$ cat config.mk
export PLATFORM = sky130hd
export DESIGN_NAME = dpr_div_cell
export DESIGN_NICKNAME = d
export VERILOG_FILES = /design/src/rtl/dpr_div_cell.sv
export SDC_FILE = /design/constraint.sdc
export NUM_CORES = 1
export LEC_CHECK = 0
export BUFFER_PORTS_ARGS = -buffer_cell sky130_fd_sc_hd__buf_2
export CORE_ASPECT_RATIO = 2
export CORE_MARGIN = 2
export CORE_UTILIZATION = 48
export DETAILED_ROUTE_END_ITERATION = 10
export PLACE_DENSITY = 0.83
export SLEW_MARGIN = 10
export SYNTH_ARGS = -nofsm -noshare
export SYNTH_HDL_FRONTEND = slang
export SYNTH_SLANG_ARGS = --single-unit
export TNS_END_PERCENT = 30
$ cat constraint.sdc
create_clock -name clk -period 4.7 [get_ports clk]
set_input_delay 1.175 -clock clk [delete_from_list [all_inputs] [get_ports clk]]
set_output_delay 1.175 -clock clk [all_outputs]
set_load 0.1 [all_outputs]
$ cat src/rtl/dpr_div_cell.sv
// ----------------------------------------------------------------------------
// Division cell
// One restoring division step: shifts the next dividend bit into the
// remainder, subtracts the divisor if it fits and shifts in a quotient bit.
// ----------------------------------------------------------------------------
module dpr_div_cell #(
  parameter int DEN_W = 36,
  parameter int QUO_W = 67
) (
  input  logic             clk,
  input  logic             en,
  input  logic [DEN_W-1:0] rem_in,
  input  logic [QUO_W-1:0] nq_in,    // dividend bits on top, quotient below
  input  logic [DEN_W-1:0] den,
  output logic [DEN_W-1:0] rem_out,
  output logic [QUO_W-1:0] nq_out
);

  logic [DEN_W-1:0] rem_r, rem_nxt;
  logic [QUO_W-1:0] nq_r, nq_nxt;
  logic [DEN_W:0]   shifted;
  logic [DEN_W:0]   diff;

  // Trial subtraction; a remainder that enters below the divisor stays below it.
  always_comb begin
    shifted = {rem_in, nq_in[QUO_W-1]};
    diff    = shifted - {1'b0, den};
    if (!diff[DEN_W]) begin
      rem_nxt = diff[DEN_W-1:0];
      nq_nxt  = {nq_in[QUO_W-2:0], 1'b1};
    end else begin
      rem_nxt = shifted[DEN_W-1:0];
      nq_nxt  = {nq_in[QUO_W-2:0], 1'b0};
    end
  end

  always_ff @(posedge clk) begin
    if (en) begin
      rem_r <= rem_nxt;
      nq_r  <= nq_nxt;
    end
  end

  assign rem_out = rem_r;
  assign nq_out  = nq_r;

endmodule

[Word level (Yosys, flattened, before mapping)]
Cells that the tools add are included.
Word-level totals
  output and inout bits: 103
  flip-flop bits (word level): 103
  logic and storage cells: 5
  bits of input ports: 141
Operators by class
  $add $sub $neg: 1
  mux-type cells: 2
Operators by type and width (number)
  37-bit by 36-bit subtractor with 37-bit output: 1
  36-bit two-way mux: 1
  1-bit two-way mux: 1

[Longest topological paths before layout]
  depth after elaboration: 2
  depth in mapped cells: 16
  mapped depth without buffers: 14

[Worst setup path after synthesis]
No wires, ideal clock.
  path kind: in2reg
  from: input port nq_in[66]
  to: register rem_r[22] (netlist: rem_out[22]), data pin
  data arrival time: 3408 ps
  path slack: 1030 ps
  path buffers: 0
  library setup time: 262 ps
  stages on the path: 13
  data required time: 4438 ps
  cells stage by stage: inv_1 > ha_1 > inv_1 > fa_1 > a211o_1 > a211oi_1 > o31a_1 > o21ai_0 > a311oi_1 > o211ai_1 > o21ai_0 > xor2_1 > o21ai_0
Between the ends
  longest elaborated chain between the ends: 2
RTL lines
  from (decl): line 13  | input logic [QUO_W-1:0] nq_in,
  37-bit by 36-bit subtractor with 37-bit output: line 27  | diff = shifted - {1'b0, den};
  36-bit two-way mux: line 28  | if (!diff[DEN_W]) begin
  net rem_nxt[22]: line 19  | logic [DEN_W-1:0] rem_r, rem_nxt;
  to (signal assigned): line 39  | rem_r <= rem_nxt;
  to (decl): line 19
The timed path passes the listed nets, and every way through them passes these cells.
A chain may end at the register's enable or synchronous reset.

[Worst setup path in the final report]
Ends and elaborated chain as after synthesis.

==> results.md <==
- Last weighted congestion value of the routability-driven placer: 0.8963
- Most instantiated cells after synthesis: 103 x sky130_fd_sc_hd__edfxtp_1, 70 x sky130_fd_sc_hd__nand2_1, 45 x sky130_fd_sc_hd__inv_1, 41 x sky130_fd_sc_hd__o21ai_0
- Hold buffers post-CTS: 0
- Crit path buffers/inverters: 3
- Leak pwr: 0.003412 uW
- First-pass DRT Iterations: 5
- Critical path endpoint category: register
- TritonCTS clock tree: done
- H-tree levels: 3
- EDFF count, synth: 103
- Inserted Clock Buffers: 9
- Detailed Route Iter0 Violations: 408
- Count of pins on the block boundary: 244
- Highest clock rate: 0.2576 GHz
- Crit-path max cell delay: 0.48 ns
- Remaining global-route overflow: 0
- Largest delay contributor family on the critical path: compound AO/OA/AOI/OAI gates
- Number of antenna violations at the first check in global routing: 3
- Final routed wirelength across all metal layers: 16,190 um
- Clock-pin slew on the worst setup and hold paths: 0.07 ns
- Final Hold Vio Count: 0
- Number of pins exceeding their max-slew limit in the final report: 0
- GRT Total Usage: 24.88%
- Wire length of the first global-routing pass: 23,550 um
- CP Class: in2reg
- Final period util: 82.60%
- Mapped Avg Cell Area: 11.02 sq um
- Number of filler cells placed in the layout: 945
- Count of warnings emitted by yosys: 0
- Post-cts resize count: 0
- Worst vdd rail ir drop: 0.3455 mV
- Total of flip-flops plus latches after synthesis: 103
- Post-DP HPWL: 12,850 um
- Most instantiated library cell after synthesis: sky130_fd_sc_hd__edfxtp_1
- Net Count, Synth: 691
- Type of origin of the critical path: primary input
- Share of synthesized flip-flops with an asynchronous set or reset: 0%
- Type of the tightest min-delay check: in2reg
- Req. time, crit path: 4.80 ns
- Cell Area, Synth: 0.005654 sq mm
- Die area: 0.01272 sq mm
- Number of cells produced by synthesis: 513
- Layout area overhead: 28.10%
- Clock Sinks: 103
- Unrepaired setup endpoints after global routing: false
- Max capacitance violation total: 0
- Seq/Total Area, Yosys: 54.70%
- Routed wire length per instance: 17.93 um
- Fraction of layout instances using a drive strength above 1: 35.76%
- Via count of the first global-routing pass: 4,769
- Largest net degree at the start of global routing: 91
- Setup TNS: 0 ns
- Fin nets: 928
- Remaining antenna violation count: 0
- Biggest area consumer among synthesized cells: sky130_fd_sc_hd__edfxtp_1
- Result of the run: finished, final reports clean
- Power Dens Cells: 425.4 mW/mm^2
- Ranking of synthesized cells by area: sky130_fd_sc_hd__edfxtp_1 55%, sky130_fd_sc_hd__ha_1 8.0%, sky130_fd_sc_hd__nand2_1 4.6%, sky130_fd_sc_hd__o21ai_0 3.6%, sky130_fd_sc_hd__a21oi_1 3.2%
- Die W: 80.75 um
- Synth top area share: 54.70%
- Commonest register cell after synthesis: sky130_fd_sc_hd__edfxtp_1
- Initial cell density of the core: 48.61%
- Routed via count: 4,941
- Post-detailed-route DRC marker count: 0
- Slowest cell on the critical path: sky130_fd_sc_hd__a311oi_1
- Min Tclk post-route: 3.882 ns
- Cell Chain, Critical Path: buf_2, inv_1, ha_1, inv_1, fa_1, a211o_1, a211oi_1, o31a_1, o21ai_0, a311oi_1, o211ai_1, o21ai_0, xor2_1, o21ai_0
- Most numerous cell on the critical path: sky130_fd_sc_hd__o21ai_0
- Placeable core region: 0.01163 sq mm
- Height of the die: 157.5 um
- Post-layout util: 62.27%
- Site Rows: 56
- PortBufs: 243
- Number of setup violations in the final report: 0
- DR vias/cell: 5.472
- Headroom to the max-slew limit: 24.54%
- Slew of the pin with the lowest slew margin: 1.132 ns
- Number of different library cells in the post-synthesis netlist: 56
- Clock root cell: sky130_fd_sc_hd__clkbuf_16
- CP arrival: 3.98 ns
- Buffers inserted by post-CTS timing repair: 0
- Biggest fanout along the worst timing path: 3
- Maximum clock insertion buffer count: 2
[state kept, by name, indices dropped and copies added (netlist names)]
name,count
nq_out,67
rem_out,36
[through the flow]
stage | total power, uW | hold slack (ns) | worst slack [ns] | instances | cell area [sq um]
global route | 3192 | 0.9848 | 0.4771 | 903 | 7243
detailed placement | 2420 | 1.353 | 0.4622 | 884 | 6970
finish | 3081 | 0.9943 | 0.8179 | 903 | 7243
floorplan | 2171 | 1.274 | 1.030 | 513 | 5654
CTS | 3086 | 0.9879 | 0.8304 | 900 | 7236
global placement | 2396 | 1.352 | 0.5667 | 884 | 6970
[kinds of logic (layout without fill, tap and decap cells)]
| logic type | count (synthesis) | in the layout | share of synthesized area, % |
|---|---|---|---|
| AOI/OAI and AO/OA | 149 | 149 | 16.69 |
| and+or+nand+nor | 125 | 125 | 10.00 |
| DFF | 103 | 103 | 54.70 |
| buffers and inverters | 66 | 308 | 5.156 |
| adders and majority gates | 37 | 37 | 8.320 |
| xor gates and xnor gates | 32 | 32 | 4.957 |
| muxes | 1 | 1 | 0.1770 |
| other | 0 | 3 | 0 |
[layout make-up]
class,count,area [sq um],area share [%]
Antenna cell,3,7.507,0.1036
Clock buffer,9,225.2,3.109
Clock inverter,7,40.04,0.5528
Inverter,46,172.7,2.384
Multi-Input combinational cell,344,2270,31.34
Sequential cell,103,3093,42.70
Tap cell,145,181.4,2.505
Timing Repair Buffer,246,1254,17.31
[metal layers]
metal	GRT usage, %	vias up	routed length, um
met4	12.19	0	553
met5	0	-	0
li1	-	2338	-
met1	23.99	2298	5339
met2	48.69	267	9031
met3	4.128	38	1262
[final timing paths]
check                                    to  depth (start not counted)       from
worst min-delay path   nq_out[66]$_DFFE_PP_                          1  nq_in[65]
worst max-delay path  rem_out[22]$_DFFE_PP_                         14  nq_in[66]
[power by group]
| group | leakage, uW | switching, uW | internal, uW |
|---|---|---|---|
| registers | 0.00101 | 27.5 | 1130 |
| clock network | 0.000134 | 318 | 354 |
| logic | 0.00227 | 997 | 254 |
[placed cells by master (no fill, tap or decap), types with 13 or more instances in the layout]
cell type,synthesis,final
sky130_fd_sc_hd__ha_1,36,36
sky130_fd_sc_hd__edfxtp_1,103,103
sky130_fd_sc_hd__a21oi_1,36,36
sky130_fd_sc_hd__xnor2_1,16,16
sky130_fd_sc_hd__a21o_1,20,20
sky130_fd_sc_hd__xor2_1,16,16
sky130_fd_sc_hd__buf_2,10,242
sky130_fd_sc_hd__inv_1,45,45
sky130_fd_sc_hd__nand2_1,70,70
sky130_fd_sc_hd__o21ai_0,41,41
sky130_fd_sc_hd__nor2_1,13,13
Note: power is estimated with default switching activity, not from simulation.
