$ cat src/rtl/dpr_pkg.sv
// ----------------------------------------------------------------------------
// Doppler pitch ratio package
// Word types, outcome codes, internal widths and the sideband structs that
// travel next to the arithmetic cells of the pipeline.
// ----------------------------------------------------------------------------
package dpr_pkg;

  // Widths of the input and result fields.
  localparam int VEC_W  = 32;
  localparam int DIST_W = 31;
  localparam int FACT_W = 8;
  localparam int C_W    = 31;
  localparam int PITCH_W = 32;

  // Internal widths.
  localparam int PROD_W     = 2 * VEC_W;           // one signed product
  localparam int SUM_W      = PROD_W + 2;          // sum of three products
  localparam int MAG_W      = PROD_W;              // magnitude of that sum
  localparam int ROOT_W     = MAG_W / 2;           // integer square root
  localparam int SQRT_STEPS = MAG_W / 2;           // one root bit per cell
  localparam int SNUM_W     = MAG_W + FACT_W;      // speed dividend
  localparam int SDEN_W     = DIST_W + 5;          // distance times 32
  localparam int SQ_W       = SNUM_W - 5;          // speed quotient bits
  localparam int RDEN_W     = SQ_W + 1;            // ratio divisor
  localparam int RQ_W       = PITCH_W + 1;         // ratio quotient bits

  // Input word.
  typedef struct packed {
    logic signed [VEC_W-1:0] rel_pos_x;
    logic signed [VEC_W-1:0] rel_pos_y;
    logic signed [VEC_W-1:0] rel_pos_z;
    logic [DIST_W-1:0]       distance;
    logic signed [VEC_W-1:0] src_vel_x;
    logic signed [VEC_W-1:0] src_vel_y;
    logic signed [VEC_W-1:0] src_vel_z;
    logic signed [VEC_W-1:0] lis_vel_x;
    logic signed [VEC_W-1:0] lis_vel_y;
    logic signed [VEC_W-1:0] lis_vel_z;
    logic [FACT_W-1:0]       doppler_factor;
  } dpr_in_t;

  // Outcome codes of a result word.
  typedef enum logic [1:0] {
    OUT_DISABLED = 2'd0,
    OUT_LIS_FAST = 2'd1,
    OUT_SRC_FAST = 2'd2,
    OUT_RATIO    = 2'd3
  } outcome_t;

  // Result word.
  typedef struct packed {
    logic [PITCH_W-1:0] pitch;
    outcome_t           outcome;
  } dpr_out_t;

  // Sideband along the square root cells.
  typedef struct packed {
    logic              mode;     // high: distance mode
    logic [DIST_W-1:0] dlen;
    logic [FACT_W-1:0] fact;
    logic [MAG_W-1:0]  mag_s;
    logic              neg_s;
    logic [MAG_W-1:0]  mag_l;
    logic              neg_l;
  } sq_side_t;

  // Sideband along the speed division cells.
  typedef struct packed {
    logic [SDEN_W-1:0] den;
    logic              sgn_s;    // source speed is negative if nonzero
    logic              sgn_l;    // listener speed is negative if nonzero
  } sp_side_t;

  // Sideband along the ratio division cells.
  typedef struct packed {
    logic [RDEN_W-1:0] den;
    outcome_t          outcome;
    logic              ovf;      // quotient too large for the cell row
  } rt_side_t;

endpackage

$ cat src/rtl/dpr_sqrt_cell.sv
// ----------------------------------------------------------------------------
// Square root cell
// One step of a digit-by-digit integer square root: tries one root bit and
// registers the reduced radicand and the partial root.
// ----------------------------------------------------------------------------
module dpr_sqrt_cell #(
  parameter int BIT_POS = 62
) (
  input  logic                       clk,
  input  logic                       en,
  input  logic [dpr_pkg::MAG_W-1:0]  x_in,
  input  logic [dpr_pkg::MAG_W-1:0]  root_in,
  output logic [dpr_pkg::MAG_W-1:0]  x_out,
  output logic [dpr_pkg::MAG_W-1:0]  root_out
);

  localparam logic [dpr_pkg::MAG_W-1:0] BIT = dpr_pkg::MAG_W'(1) << BIT_POS;

  logic [dpr_pkg::MAG_W-1:0] x_r, x_nxt;
  logic [dpr_pkg::MAG_W-1:0] root_r, root_nxt;
  logic [dpr_pkg::MAG_W-1:0] trial;

  // Try the current bit against the remaining radicand.
  always_comb begin
    trial = root_in + BIT;
    if (x_in >= trial) begin
      x_nxt    = x_in - trial;
      root_nxt = (root_in >> 1) + BIT;
    end else begin
      x_nxt    = x_in;
      root_nxt = root_in >> 1;
    end
  end

  always_ff @(posedge clk) begin
    if (en) begin
      x_r    <= x_nxt;
      root_r <= root_nxt;
    end
  end

  assign x_out    = x_r;
  assign root_out = root_r;

endmodule

$ cat config.mk
export PLATFORM = sky130hd
export DESIGN_NAME = dpr_sqrt_cell
export DESIGN_NICKNAME = d
export VERILOG_FILES = /design/src/rtl/dpr_pkg.sv /design/src/rtl/dpr_sqrt_cell.sv
export SDC_FILE = /design/constraint.sdc
export NUM_CORES = 1
export LEC_CHECK = 0
export ABC_AREA = 1
export BUFFER_PORTS_ARGS = -buffer_cell sky130_fd_sc_hd__buf_2
export CAP_MARGIN = 10
export CORE_MARGIN = 5
export CORE_UTILIZATION = 30
export DETAILED_ROUTE_END_ITERATION = 8
export SYNTH_ARGS = -nofsm -noshare
export SYNTH_HDL_FRONTEND = slang
export SYNTH_SLANG_ARGS = --single-unit
$ cat constraint.sdc
create_clock -name clk -period 2.83 [get_ports clk]
set_input_delay 0.566 -clock clk [delete_from_list [all_inputs] [get_ports clk]]
set_output_delay 0.566 -clock clk [all_outputs]
set_load 0.02 [all_outputs]
Word level (Yosys, flattened, before mapping)
Cells that the tools add are included.
{"block": "word_totals", "output_inout_bits": 128, "regBits": 128, "in_bits": 130, "wordCells": 9}
{"block": "op_classes", "n_lt_le_gt_ge": 1, "muxes": 2, "add_sub_neg": 3}
{"cell": "63-bit by 63-bit adder with 64-bit output, second input constant", "n": 1}
{"cell": "64-bit by 63-bit adder with 64-bit output, second input constant", "n": 1}
{"cell": "64-bit >= comparator", "n": 1}
{"cell": "64-bit 2-to-1 mux", "n": 1}
{"cell": "64-bit subtractor", "n": 1}
{"cell": "63-bit 2-to-1 mux", "n": 1}

Depth between registers and ports, before layout
Gate-level depths: netlist of run 1.
{"block": "depth", "word_depth": 3, "ltp_mapped": 18}

Worst setup path before layout of run 1
OpenSTA, ideal clock, no wires.
{"block": "synth_timing", "kind": "input to register", "startpoint": "in x_in[0] in the netlist's numbering", "endpoint": "reg x_r, in the netlist x_out[55], data pin", "path_buffers": 1, "path_stages": 18, "arrival_ps": 2297, "path_slack_ps": 280, "required_time_ps": 2577, "cell_sequence": "inv_1 -> ha_1 -> fa_1 -> inv_1 -> nand3_1 -> nand2_4 -> nand2_2 -> nand2_2 -> nand2_1 -> nand2_2 -> nand2_2 -> nand3_2 -> nand2_2 -> nand2_4 -> inv_4 -> buf_2 -> nand2_1 -> nand2_1"}
{"block": "synth_between", "elab_chain_cells": 2, "word_cells_on_any_way": 3, "classes_between": "1 x add/sub; 1 x order compare; 1 x mux"}
{"item": "start, declared", "line": "dpr_sqrt_cell.sv:11", "text": "input logic [dpr_pkg::MAG_W-1:0] x_in,"}
{"item": "64-bit subtractor or 64-bit >= comparator (tied branches)", "line": "dpr_sqrt_cell.sv:27, dpr_sqrt_cell.sv:26"}
{"item": "64-bit 2-to-1 mux (*)", "line": "dpr_sqrt_cell.sv:26", "text": "if (x_in >= trial) begin"}
{"item": "named net x_nxt (one bit)", "line": "dpr_sqrt_cell.sv:19", "text": "logic [dpr_pkg::MAG_W-1:0] x_r, x_nxt;"}
{"item": "end signal, assigned", "line": "dpr_sqrt_cell.sv:37", "text": "x_r <= x_nxt;"}
{"item": "end, declared", "line": "dpr_sqrt_cell.sv:19"}
The timed path passes the listed nets; every way through them passes the cells marked *.
A chain may end at the register's enable or synchronous reset.

Final worst setup path of run 1
{"block": "layout_timing", "startpoint": "in root_in[18] in the netlist's numbering", "endpoint": "reg x_r, in the netlist x_out[51], data pin"}
{"block": "layout_between", "elab_chain_cells": 3, "word_cells_on_any_way": 4, "classes_between": "2 x add/sub; 1 x order compare; 1 x mux"}
{"item": "start, declared", "line": "dpr_sqrt_cell.sv:12", "text": "input logic [dpr_pkg::MAG_W-1:0] root_in,"}
{"item": "64-bit by 63-bit adder with 64-bit output (*)", "line": "dpr_sqrt_cell.sv:25", "text": "trial = root_in + BIT;"}
{"item": "64-bit subtractor or 64-bit >= comparator (tied branches)", "line": "dpr_sqrt_cell.sv:27, dpr_sqrt_cell.sv:26"}
{"item": "64-bit 2-to-1 mux (*)", "line": "dpr_sqrt_cell.sv:26"}
{"item": "named net x_nxt (one bit)", "line": "dpr_sqrt_cell.sv:19"}
Marked as above.

==> results.md, run 1 <==
| Parameter | This run | Unit |
|---|---|---|
| Synthesis-to-finish area growth | 31.1 | % |
| Effective utilization at floorplan | 30.1 | % |
| Initial antenna violation count | 0 | - |
| Layout cell share with drive strength beyond 1 | 21.1 | % |
| Overall die width | 201 | um |
| Leakage power figure | 8.39 | nW |
| Count of input and output buffers | 257 | - |
| Syn Nets | 1,907 | - |
| Count of hold-fix buffers inserted at cts | 0 | - |
| Post-DP HPWL | 37,000 | um |
| Arrival time of the worst setup path | 2.71 | ns |
| Largest net degree at the start of global routing | 46 | - |
| Final-layout setup total negative slack | 0 | ns |
| Largest voltage drop on the vdd net | 419 | uV |
| DR vias | 11,265 | - |
| Antenna cell count | 0 | - |
| CTS Root Cell | clkbuf_16 | - |
| All-layer global routing usage | 21.2 | % |
| Non-Filler Instances | 2,576 | - |
| Yosys warns | 0 | - |
| Worst-path cell chain | buf_2 > inv_1 > ha_1 > nand2_1 > inv_1 > nand2_1 > nor2_1 > nand4_1 > nand3_1 > nand2_1 > nand3_1 > nand2_1 > nand3_1 > nand2_1 | - |
| Maximum clock frequency | 0.399 | GHz |
| Number of clock buffers inserted by TritonCTS | 17 | - |
| Number of design rule violations left after detail routing | 0 | - |
| Worst path required time | 3.04 | ns |
| Kind of cell adding the most delay to the critical path | simple AND/OR/NAND/NOR gates | - |
| Crit-path slowest cell | ha_1 | - |
| Final Setup Violations | 0 | - |
| Number of distinct library cell variants in the gate-level netlist after synthesis | 29 | - |
| Final wirelength | 42,800 | um |
| Fin nets | 2,290 | - |
| Wire length of the first global-routing pass | 65,900 | um |
| Ports placed on the boundary | 258 | - |
| Hold violation total from the final report | 0 | - |
| Max_slew headroom | 70.1 | % |
| Final Slew Violations | 0 | - |
| Number of nets with antenna violations after routing | 0 | - |
| Per-cell via count in the routed design | 4.37 | - |
| Number of max-cap violations | 0 | - |
| Final worst hold slack | 0.301 | ns |
| Overflow left after global routing | 0 | - |
| Number of global-route vias before repair | 11,473 | - |
| Post-Syn Instances | 1,712 | - |
| Post-CTS Repair Setup Buffers | 0 | - |
| Die Span Y | 201 | um |
| Number of buffers and inverters on the critical path | 3 | - |
| Placed Cells | 2,544 | - |
| Number of H-tree levels | 4 | - |
| Fin worst setup slack | 0.322 | ns |
| First-pass detailed-route iteration total | 5 | - |
| RSZ-0062 raised after global routing | no | - |
| Number of synthesized register bits | 128 | - |
| Util after Layout | 39.5 | % |
| Critical path class | input port to flop | - |
| PD cells | 517 | mW/mm2 |
| Floorplan die area | 0.0404 | mm2 |
| TritonCTS clock tree | built | - |
| Run status | complete, no violations | - |
| Clock transition time at the flip-flop clock pins of the worst setup and hold paths | 0.07 | ns |
| Final critical delay including setup and external delays | 2.51 | ns |
| Clk buf depth | 2 | - |
| Startpoint type of the worst setup path | input port | - |
| Final GP Congestion | 0.916 | - |
| Starting DRC count in detailed routing | 727 | - |
| Share of the clock period used by the worst path | 88.6 | % |
| Post-synthesis area per instance | 6.40 | um2 |
| Count of clock tree sinks | 128 | - |
| Worst hold path class | input port to flop | - |
| Post-CTS resize count | 0 | - |
| Avg WL per Cell | 16.6 | um |
| CORE AREA | 0.0363 | mm2 |
| Endpoint type of the worst setup path | flop | - |
| Pin slew with the least headroom to its limit | 0.447 | ns |
| Floorplan row count | 70 | - |
| Setup WS pre-CTS | -0.117 | ns |
| CP peak stage delay | 0.34 | ns |
| Sequential element share of the synthesized area | 35.1 | % |
| Worst path most repeated cell | nand2_1 | - |
| Peak fanout along the critical path | 4 | - |
| Cell area after synthesis | 0.0110 | mm2 |
[flip-flops by register name (all words and copies together) (netlist names)]
register and flops:
root_out 64, x_out 64
[cell usage after synthesis]
cell | number | area share [%]
o21ai_1 | 1 | 0.046
a21oi_1 | 43 | 2.0
nor2_1 | 112 | 3.8
nor3_1 | 7 | 0.32
nand2_2 | 6 | 0.34
inv_1 | 401 | 14
nand4_1 | 20 | 1.1
nor4_1 | 3 | 0.17
and2_1 | 2 | 0.11
nand3_2 | 11 | 1.0
nor3_2 | 3 | 0.27
buf_6 | 3 | 0.31
nand2_4 | 2 | 0.21
xor2_1 | 30 | 2.4
buf_2 | 8 | 0.37
ha_1 | 64 | 7.3
edfxtp_1 | 128 | 35
inv_4 | 1 | 0.057
buf_4 | 1 | 0.069
buf_12 | 1 | 0.18
o21ai_0 | 7 | 0.32
fa_1 | 1 | 0.18
nand3_1 | 79 | 3.6
nor2_2 | 7 | 0.40
xnor2_1 | 2 | 0.16
a21oi_2 | 1 | 0.080
nand2_1 | 762 | 26
and3_1 | 1 | 0.057
inv_2 | 5 | 0.17
[final timing paths]
check,startpoint,end,depth (start not counted)
worst max-delay path,root_in[18],x_out[51],14
worst min-delay path,root_in[14],root_out[13],1
[metrics by stage]
stage | area (um2) | power [mW]
2_1_floorplan | 11000 | 3.97
3_3_place_gp | 13800 | 5.08
3_5_place_dp | 13800 | 5.10
4_1_cts | 14400 | 7.51
5_1_grt | 14400 | 7.87
6_report | 14400 | 7.43
[layout make-up]
cell class / instances / area [um2]
tap: 468 / 586
multi-input combinational: 1164 / 5480
fill: 3944 / 22000
timing repair buffer: 377 / 2320
sequential: 128 / 3840
clock inverter: 15 / 184
inverter: 407 / 1530
clock buffer: 17 / 425
[where the power goes]
| group | leakage (nW) | internal, mW | switching (mW) |
|---|---|---|---|
| Sequential | 1.25 | 2.38 | 0.0598 |
| Combinational | 6.85 | 0.926 | 1.68 |
| Clock | 0.291 | 1.40 | 0.985 |
[metal layers]
layer | track usage (%) | vias to the layer above | share of wire [%] | routed length, um
li1 | - | 5917 | - | -
met1 | 30.1 | 5053 | 50 | 21200
met2 | 33.6 | 263 | 44 | 18800
met3 | 3.77 | 32 | 4.7 | 2010
met4 | 5.24 | 0 | 1.8 | 773
met5 | 0 | - | 0 | 0
[logic make-up (layout without fill, tap and decap cells)]
logic type	Yosys count	after routing	synth area share [%]
adder cells (fa/ha/maj)	65	65	7.49
XOR/XNOR	32	32	2.56
AO/OA/AOI/OAI	52	52	2.41
AND/OR/NAND/NOR	1015	1015	37.6
flip-flops	128	128	35.1
buffers and inverters	420	816	14.9
[placed cells by master, fill, tap and decap left out, drive strengths merged, types with 5 or more instances in the layout]
cell,Yosys,routed
nand3,90,90
inv,407,411
clkbuf,0,17
a21oi,44,44
ha,64,64
edfxtp,128,128
xor2,30,30
clkinv,0,5
buf,13,377
nand4,20,20
nor3,10,10
o21ai,8,8
nor2,119,119
nand2,770,770
No activity file was read; power rests on OpenSTA's default activity.
==> run 2: changes to the inputs <==
- CORE_MARGIN: 5 -> 2
- SKIP_CTS_REPAIR_TIMING: not set -> 1
==> run 2 against run 1 <==
  * Utilization is 0.30 points lower
  * Clock-buffer cell count stayed put
  * Final cell count is 0.47% lower
  * First-iteration DRC count down 13%
  * Critical path depth grew 4
  * Sequential share of layout area is 0.27 points higher
  * Sequential power barely moved
  * Fmax increased by 1.9%
  * Critical path type unchanged
  * Largest cell class unchanged
  * Largest power group unchanged
==> results.md, run 2 (synthesis results as in run 1) <==
| Parameter | This run | Unit | vs previous |
|---|---|---|---|
| Run status | complete, no violations | - | unchanged |
| DR vias | 11,149 | - | was 11,265 |
| CORE AREA | 0.0363 | mm2 | about the same |
| Final wirelength | 41,100 | um | was 42,800 um |
| Overflow left after global routing | 0 | - | unchanged |
| Startpoint type of the worst setup path | input port | - | unchanged |
| Clock network fraction of total power | 31.6 | % | was 32.0% |
| Kind of cell adding the most delay to the critical path | simple AND/OR/NAND/NOR gates | - | unchanged |
| Clock transition time at the flip-flop clock pins of the worst setup and hold paths | 0.07 | ns | about the same |
| TritonCTS clock tree | built | - | unchanged |
| Number of max-cap violations | 0 | - | unchanged |
| Largest voltage drop on the vdd net | 443 | uV | was 419 uV |
| Number of design rule violations left after detail routing | 0 | - | unchanged |
| Wire length of the first global-routing pass | 62,300 | um | was 65,900 um |
| CP peak stage delay | 0.41 | ns | was 0.34 ns |
| Final GP Congestion | 0.929 | - | was 0.916 |
| Power share of the combinational group | 34.9 | % | was 35.1% |
| Maximum clock frequency | 0.406 | GHz | was 0.399 GHz |
| Top library cells by usage in the layout, fill and taps aside | 762 x nand2_1, 401 x inv_1, 256 x buf_2, 128 x edfxtp_1, 112 x nor2_1 | - | unchanged |
| Clk buf depth | 2 | - | unchanged |
| Floorplan die area | 0.0381 | mm2 | was 0.0404 mm2 |
| Final Setup Violations | 0 | - | unchanged |
| Per-cell via count in the routed design | 4.35 | - | was 4.37 |
| Worst path required time | 3.04 | ns | about the same |
| Endpoint type of the worst setup path | flop | - | unchanged |
| Avg WL per Cell | 16.0 | um | was 16.6 um |
| Share of the clock period used by the worst path | 87.0 | % | was 88.6% |
| Worst-path cell chain | buf_2 > inv_1 > ha_1 > fa_1 > inv_1 > nand3_1 > nand2_4 > nand2_1 > nand2_1 > nand2_1 > nand2_1 > nand2_1 > nand2_1 > nand2_1 > nand2_1 > nand2_1 > nand3_1 > nand2_1 | - | was buf_2 > inv_1 > ha_1 > nand2_1 > inv_1 > nand2_1 > nor2_1 > nand4_1 > nand3_1 > nand2_1 > nand3_1 > nand2_1 > nand3_1 > nand2_1 |
| Count of input and output buffers | 257 | - | unchanged |
| Antenna cell count | 0 | - | unchanged |
| Fin nets | 2,278 | - | was 2,290 |
| Peak fanout along the critical path | 4 | - | unchanged |
| Final total power | 7.28 | mW | was 7.43 mW |
| Number of H-tree levels | 4 | - | unchanged |
| CTS Root Cell | clkbuf_16 | - | unchanged |
| Leakage power figure | 8.32 | nW | was 8.39 nW |
| PD cells | 512 | mW/mm2 | was 517 mW/mm2 |
| Max_slew headroom | 69.9 | % | was 70.1% |
| Number of global-route vias before repair | 11,105 | - | was 11,473 |
| Final Slew Violations | 0 | - | unchanged |
| Overall die width | 195 | um | was 201 um |
| Sw Share | 37.0 | % | was 36.7% |
| Post-DP HPWL | 35,200 | um | was 37,000 um |
| Part of the power in registers | 33.5 | % | was 32.8% |
| Floorplan row count | 70 | - | unchanged |
| Synthesis-to-finish area growth | 29.8 | % | was 31.1% |
| All-layer global routing usage | 21.8 | % | was 21.2% |
| Count of clock tree sinks | 128 | - | unchanged |
| Die Span Y | 195 | um | was 201 um |
| Arrival time of the worst setup path | 2.67 | ns | was 2.71 ns |
| Initial antenna violation count | 0 | - | unchanged |
| Final worst hold slack | 0.304 | ns | was 0.301 ns |
| Largest net degree at the start of global routing | 73 | - | was 46 |
| Number of nets with antenna violations after routing | 0 | - | unchanged |
| Worst path most repeated cell | nand2_1 | - | unchanged |
| Internal Dissipation | 4.58 | mW | was 4.70 mW |
| Final critical delay including setup and external delays | 2.46 | ns | was 2.51 ns |
| Ports placed on the boundary | 258 | - | unchanged |
| Crit-path slowest cell | fa_1 | - | was ha_1 |
| Sw Pwr | 2.70 | mW | was 2.73 mW |
| Starting DRC count in detailed routing | 631 | - | was 727 |
| Number of clock buffers inserted by TritonCTS | 17 | - | unchanged |
| RSZ-0062 raised after global routing | no | - | unchanged |
| Util after Layout | 39.2 | % | was 39.5% |
| Number of buffers and inverters on the critical path | 3 | - | unchanged |
| Worst hold path class | input port to flop | - | unchanged |
| Pin slew with the least headroom to its limit | 0.451 | ns | was 0.447 ns |
| Hold violation total from the final report | 0 | - | unchanged |
| Critical path class | input port to flop | - | unchanged |
| Layout cell share with drive strength beyond 1 | 20.7 | % | was 21.1% |
| Most common cell after layout, fill and taps aside | nand2_1 | - | unchanged |
| First-pass detailed-route iteration total | 5 | - | unchanged |
| Effective utilization at floorplan | 30.2 | % | was 30.1% |
run 2: changes by cell type in the layout (fill, tap and decap cells not counted), sizes merged:
cell and change:
inv +4, buf -12, bufinv -1, clkinv -3
run 2: area by class of cell:
type                    count  area (um2)
fillers                  4010       22000
inverters                 407        1530
well taps                 468         586
clock buffers              17         425
repair buffers            365        2190
flip-flops and latches    128        3840
multi-input cells        1164        5480
clock inverters            15         169
run 2: power by group through the flow:
| stage | logic [mW] | registers (mW) | clock network [mW] |
|---|---|---|---|
| after global placement | 2.53 | 2.48 | 0 |
| after floorplan | 1.20 | 2.77 | 0 |
| final | 2.54 | 2.44 | 2.30 |
| after global routing | 2.83 | 2.46 | 2.44 |
| after CTS | 2.56 | 2.44 | 2.38 |
| after detailed placement | 2.56 | 2.48 | 0 |
run 2: routing by layer:
metal	wire length [um]	part of all wire (%)	vias up	track usage, %
met5	0	0	-	0
met4	596	1.5	0	5.40
met3	2080	5.1	26	4.21
li1	-	-	5903	-
met2	18400	45	273	35.2
met1	20000	49	4947	30.0
run 2: worst paths after layout:
kind   startpoint           end  slack (ns)  cells past startpoint
min   root_in[61]  root_out[60]        0.30                      1
max       x_in[0]     x_out[62]        0.37                     18
run 2: stage by stage:
step           setup TNS [ns]  instances  cell area (um2)  setup WS (ns)
6_report                    0       2564            14200          0.369
5_1_grt                     0       2564            14200          0.129
4_1_cts                     0       2564            14200          0.361
3_5_place_dp            -2.37       2532            13600         -0.141
3_3_place_gp           -0.309       2532            13600         -0.116
2_1_floorplan               0       1712            11000          0.280
==> run 3: changes to the inputs <==
- CELL_PAD_IN_SITES_DETAIL_PLACEMENT: not set -> 1
- CELL_PAD_IN_SITES_GLOBAL_PLACEMENT: not set -> 2
- CORE_UTILIZATION: 30 -> 29
- PLACE_DENSITY_LB_ADDON: not set -> 0.1
==> run 3 against run 2 <==
  * Hold slack got worse by 0.017 ns
  * Total power decreased by 0.21%
  * Clock power decreased by 9.6%
  * Routed wire length increased by 13%
  * Clock-buffer cell count increased by 1
  * Fmax decreased by 4.5%
  * Global-route usage increased by 2.5 points
  * Sequential share of layout area decreased by 1.3 points
  * Die area increased by 3.4%
  * Highest routed layer unchanged
==> results.md, run 3 (synthesis results as in run 1) <==
| Parameter | This run | Unit | vs previous |
|---|---|---|---|
| Fin nets | 2,376 | - | was 2,278 |
| Setup WS pre-CTS | -0.254 | ns | was -0.141 ns |
| Number of global-route vias before repair | 12,593 | - | was 11,105 |
| Critical path class | input port to flop | - | unchanged |
| Count of clock tree sinks | 128 | - | unchanged |
| Worst hold path class | input port to flop | - | unchanged |
| Starting DRC count in detailed routing | 360 | - | was 631 |
| Final total power | 7.27 | mW | was 7.28 mW |
| Arrival time of the worst setup path | 2.80 | ns | was 2.67 ns |
| Final Slew Violations | 0 | - | unchanged |
| Share of the clock period used by the worst path | 91.1 | % | was 87.0% |
| TritonCTS clock tree | built | - | unchanged |
| Maximum clock frequency | 0.388 | GHz | was 0.406 GHz |
| Largest net degree at the start of global routing | 53 | - | was 73 |
| Hold path start | root_in[44] | - | was root_in[61] |
| Pin slew with the least headroom to its limit | 0.421 | ns | was 0.451 ns |
| Overall die width | 198 | um | was 195 um |
| Layout cell share with drive strength beyond 1 | 24.0 | % | was 20.7% |
| Util after Layout | 39.9 | % | was 39.2% |
| Per-cell via count in the routed design | 4.36 | - | was 4.35 |
| Antenna cell count | 0 | - | unchanged |
| Final wirelength | 46,600 | um | was 41,100 um |
| Top library cells by usage in the layout, fill and taps aside | 762 x nand2_1, 401 x inv_1, 256 x buf_2, 200 x buf_4, 128 x edfxtp_1 | - | was 762 x nand2_1, 401 x inv_1, 256 x buf_2, 128 x edfxtp_1, 112 x nor2_1 |
| DR vias | 11,779 | - | was 11,149 |
| Fin worst setup slack | 0.252 | ns | was 0.369 ns |
| Final Setup Violations | 0 | - | unchanged |
| Number of max-cap violations | 0 | - | unchanged |
| Overflow left after global routing | 0 | - | unchanged |
| CORE AREA | 0.0374 | mm2 | was 0.0363 mm2 |
| Leakage power figure | 8.76 | nW | was 8.32 nW |
| CTS Root Cell | clkbuf_16 | - | unchanged |
| Most common cell after layout, fill and taps aside | nand2_1 | - | unchanged |
| Floorplan die area | 0.0394 | mm2 | was 0.0381 mm2 |
| Die Span Y | 198 | um | was 195 um |
| Endpoint type of the worst setup path | flop | - | unchanged |
| Worst hold endpoint | root_out[43] | - | was root_out[60] |
| Avg WL per Cell | 17.2 | um | was 16.0 um |
| Hold violation total from the final report | 0 | - | unchanged |
| Final critical delay including setup and external delays | 2.58 | ns | was 2.46 ns |
| Worst path required time | 3.05 | ns | was 3.04 ns |
| Number of H-tree levels | 4 | - | unchanged |
| RSZ-0062 raised after global routing | no | - | unchanged |
| Clock transition time at the flip-flop clock pins of the worst setup and hold paths | 0.06 | ns | was 0.07 ns |
| Initial antenna violation count | 0 | - | unchanged |
| Peak fanout along the critical path | 4 | - | unchanged |
| Final-layout setup total negative slack | 0 | ns | unchanged |
| Run status | complete, no violations | - | unchanged |
| Number of nets with antenna violations after routing | 0 | - | unchanged |
| First-pass detailed-route iteration total | 4 | - | was 5 |
| Number of clock buffers inserted by TritonCTS | 17 | - | unchanged |
| Wire length of the first global-routing pass | 70,400 | um | was 62,300 um |
| Post-DP HPWL | 41,000 | um | was 35,200 um |
| Effective utilization at floorplan | 29.3 | % | was 30.2% |
| Count of cells along the worst hold path | 1 | - | unchanged |
| Startpoint type of the worst setup path | input port | - | unchanged |
| Floorplan row count | 71 | - | was 70 |
| Clk buf depth | 2 | - | unchanged |
| Final GP Congestion | 0.903 | - | was 0.929 |
| Max_slew headroom | 71.7 | % | was 69.9% |
| Number of design rule violations left after detail routing | 0 | - | unchanged |
| Count of input and output buffers | 257 | - | unchanged |
| Synthesis-to-finish area growth | 36.3 | % | was 29.8% |
| Ports placed on the boundary | 258 | - | unchanged |
| All-layer global routing usage | 24.3 | % | was 21.8% |
| Largest voltage drop on the vdd net | 469 | uV | was 443 uV |
| PD cells | 486 | mW/mm2 | was 512 mW/mm2 |
run 3: worst max-delay path, stage by stage:
cell	delay (ns)
buf_2	0.09
inv_1	0.04
ha_1	0.41
nand2_1	0.11
buf_4	0.14
nor2_1	0.30
inv_1	0.08
nor2_1	0.21
nand2_1	0.18
inv_1	0.12
nand3_1	0.20
nand3_1	0.14
nand2_1	0.07
nand3_2	0.08
nand2_1	0.05
run 3: layout make-up:
type                    instances  area [um2]
inverters                     407        1530
multi-input cells            1164        5480
repair buffers                463        2910
clock buffers                  18         429
clock inverters                13        98.8
well taps                     511         639
fillers                      4970       22500
flip-flops and latches        128        3840
run 3: power breakdown:
part,switching [mW],total (mW),internal [mW]
clock,0.897,2.08,1.18
combinational,1.73,2.75,1.02
sequential,0.0588,2.44,2.38
total,2.69,7.27,4.58
run 3: worst max-delay path by stage:
| stage | to | slack [ns] | start | cells after the start |
|---|---|---|---|---|
| 2_1_floorplan | x_out[55] | 0.28 | x_in[0] | 18 |
| 3_3_place_gp | x_out[46] | -0.23 | root_in[34] | 15 |
| 3_5_place_dp | x_out[46] | -0.25 | root_in[34] | 15 |
| 4_1_cts | x_out[46] | 0.26 | root_in[34] | 15 |
| 5_1_grt | x_out[46] | 0.14 | root_in[34] | 15 |
| 6_report | x_out[46] | 0.25 | root_in[34] | 15 |
run 3: per-layer routing:
layer  track usage [%]  wire length (um)
met2              44.6             23700
met1              29.5             20800
met3              2.68              1140
met4              7.74               960
met5                 0                 0
run 3: metrics by stage:
stage	hold WS (ns)	instances	area (um2)
2_1_floorplan	0.665	1712	11000
3_3_place_gp	0.758	2673	14400
3_5_place_dp	0.759	2673	14400
4_1_cts	0.246	2704	14900
5_1_grt	0.275	2704	14900
6_report	0.287	2704	14900
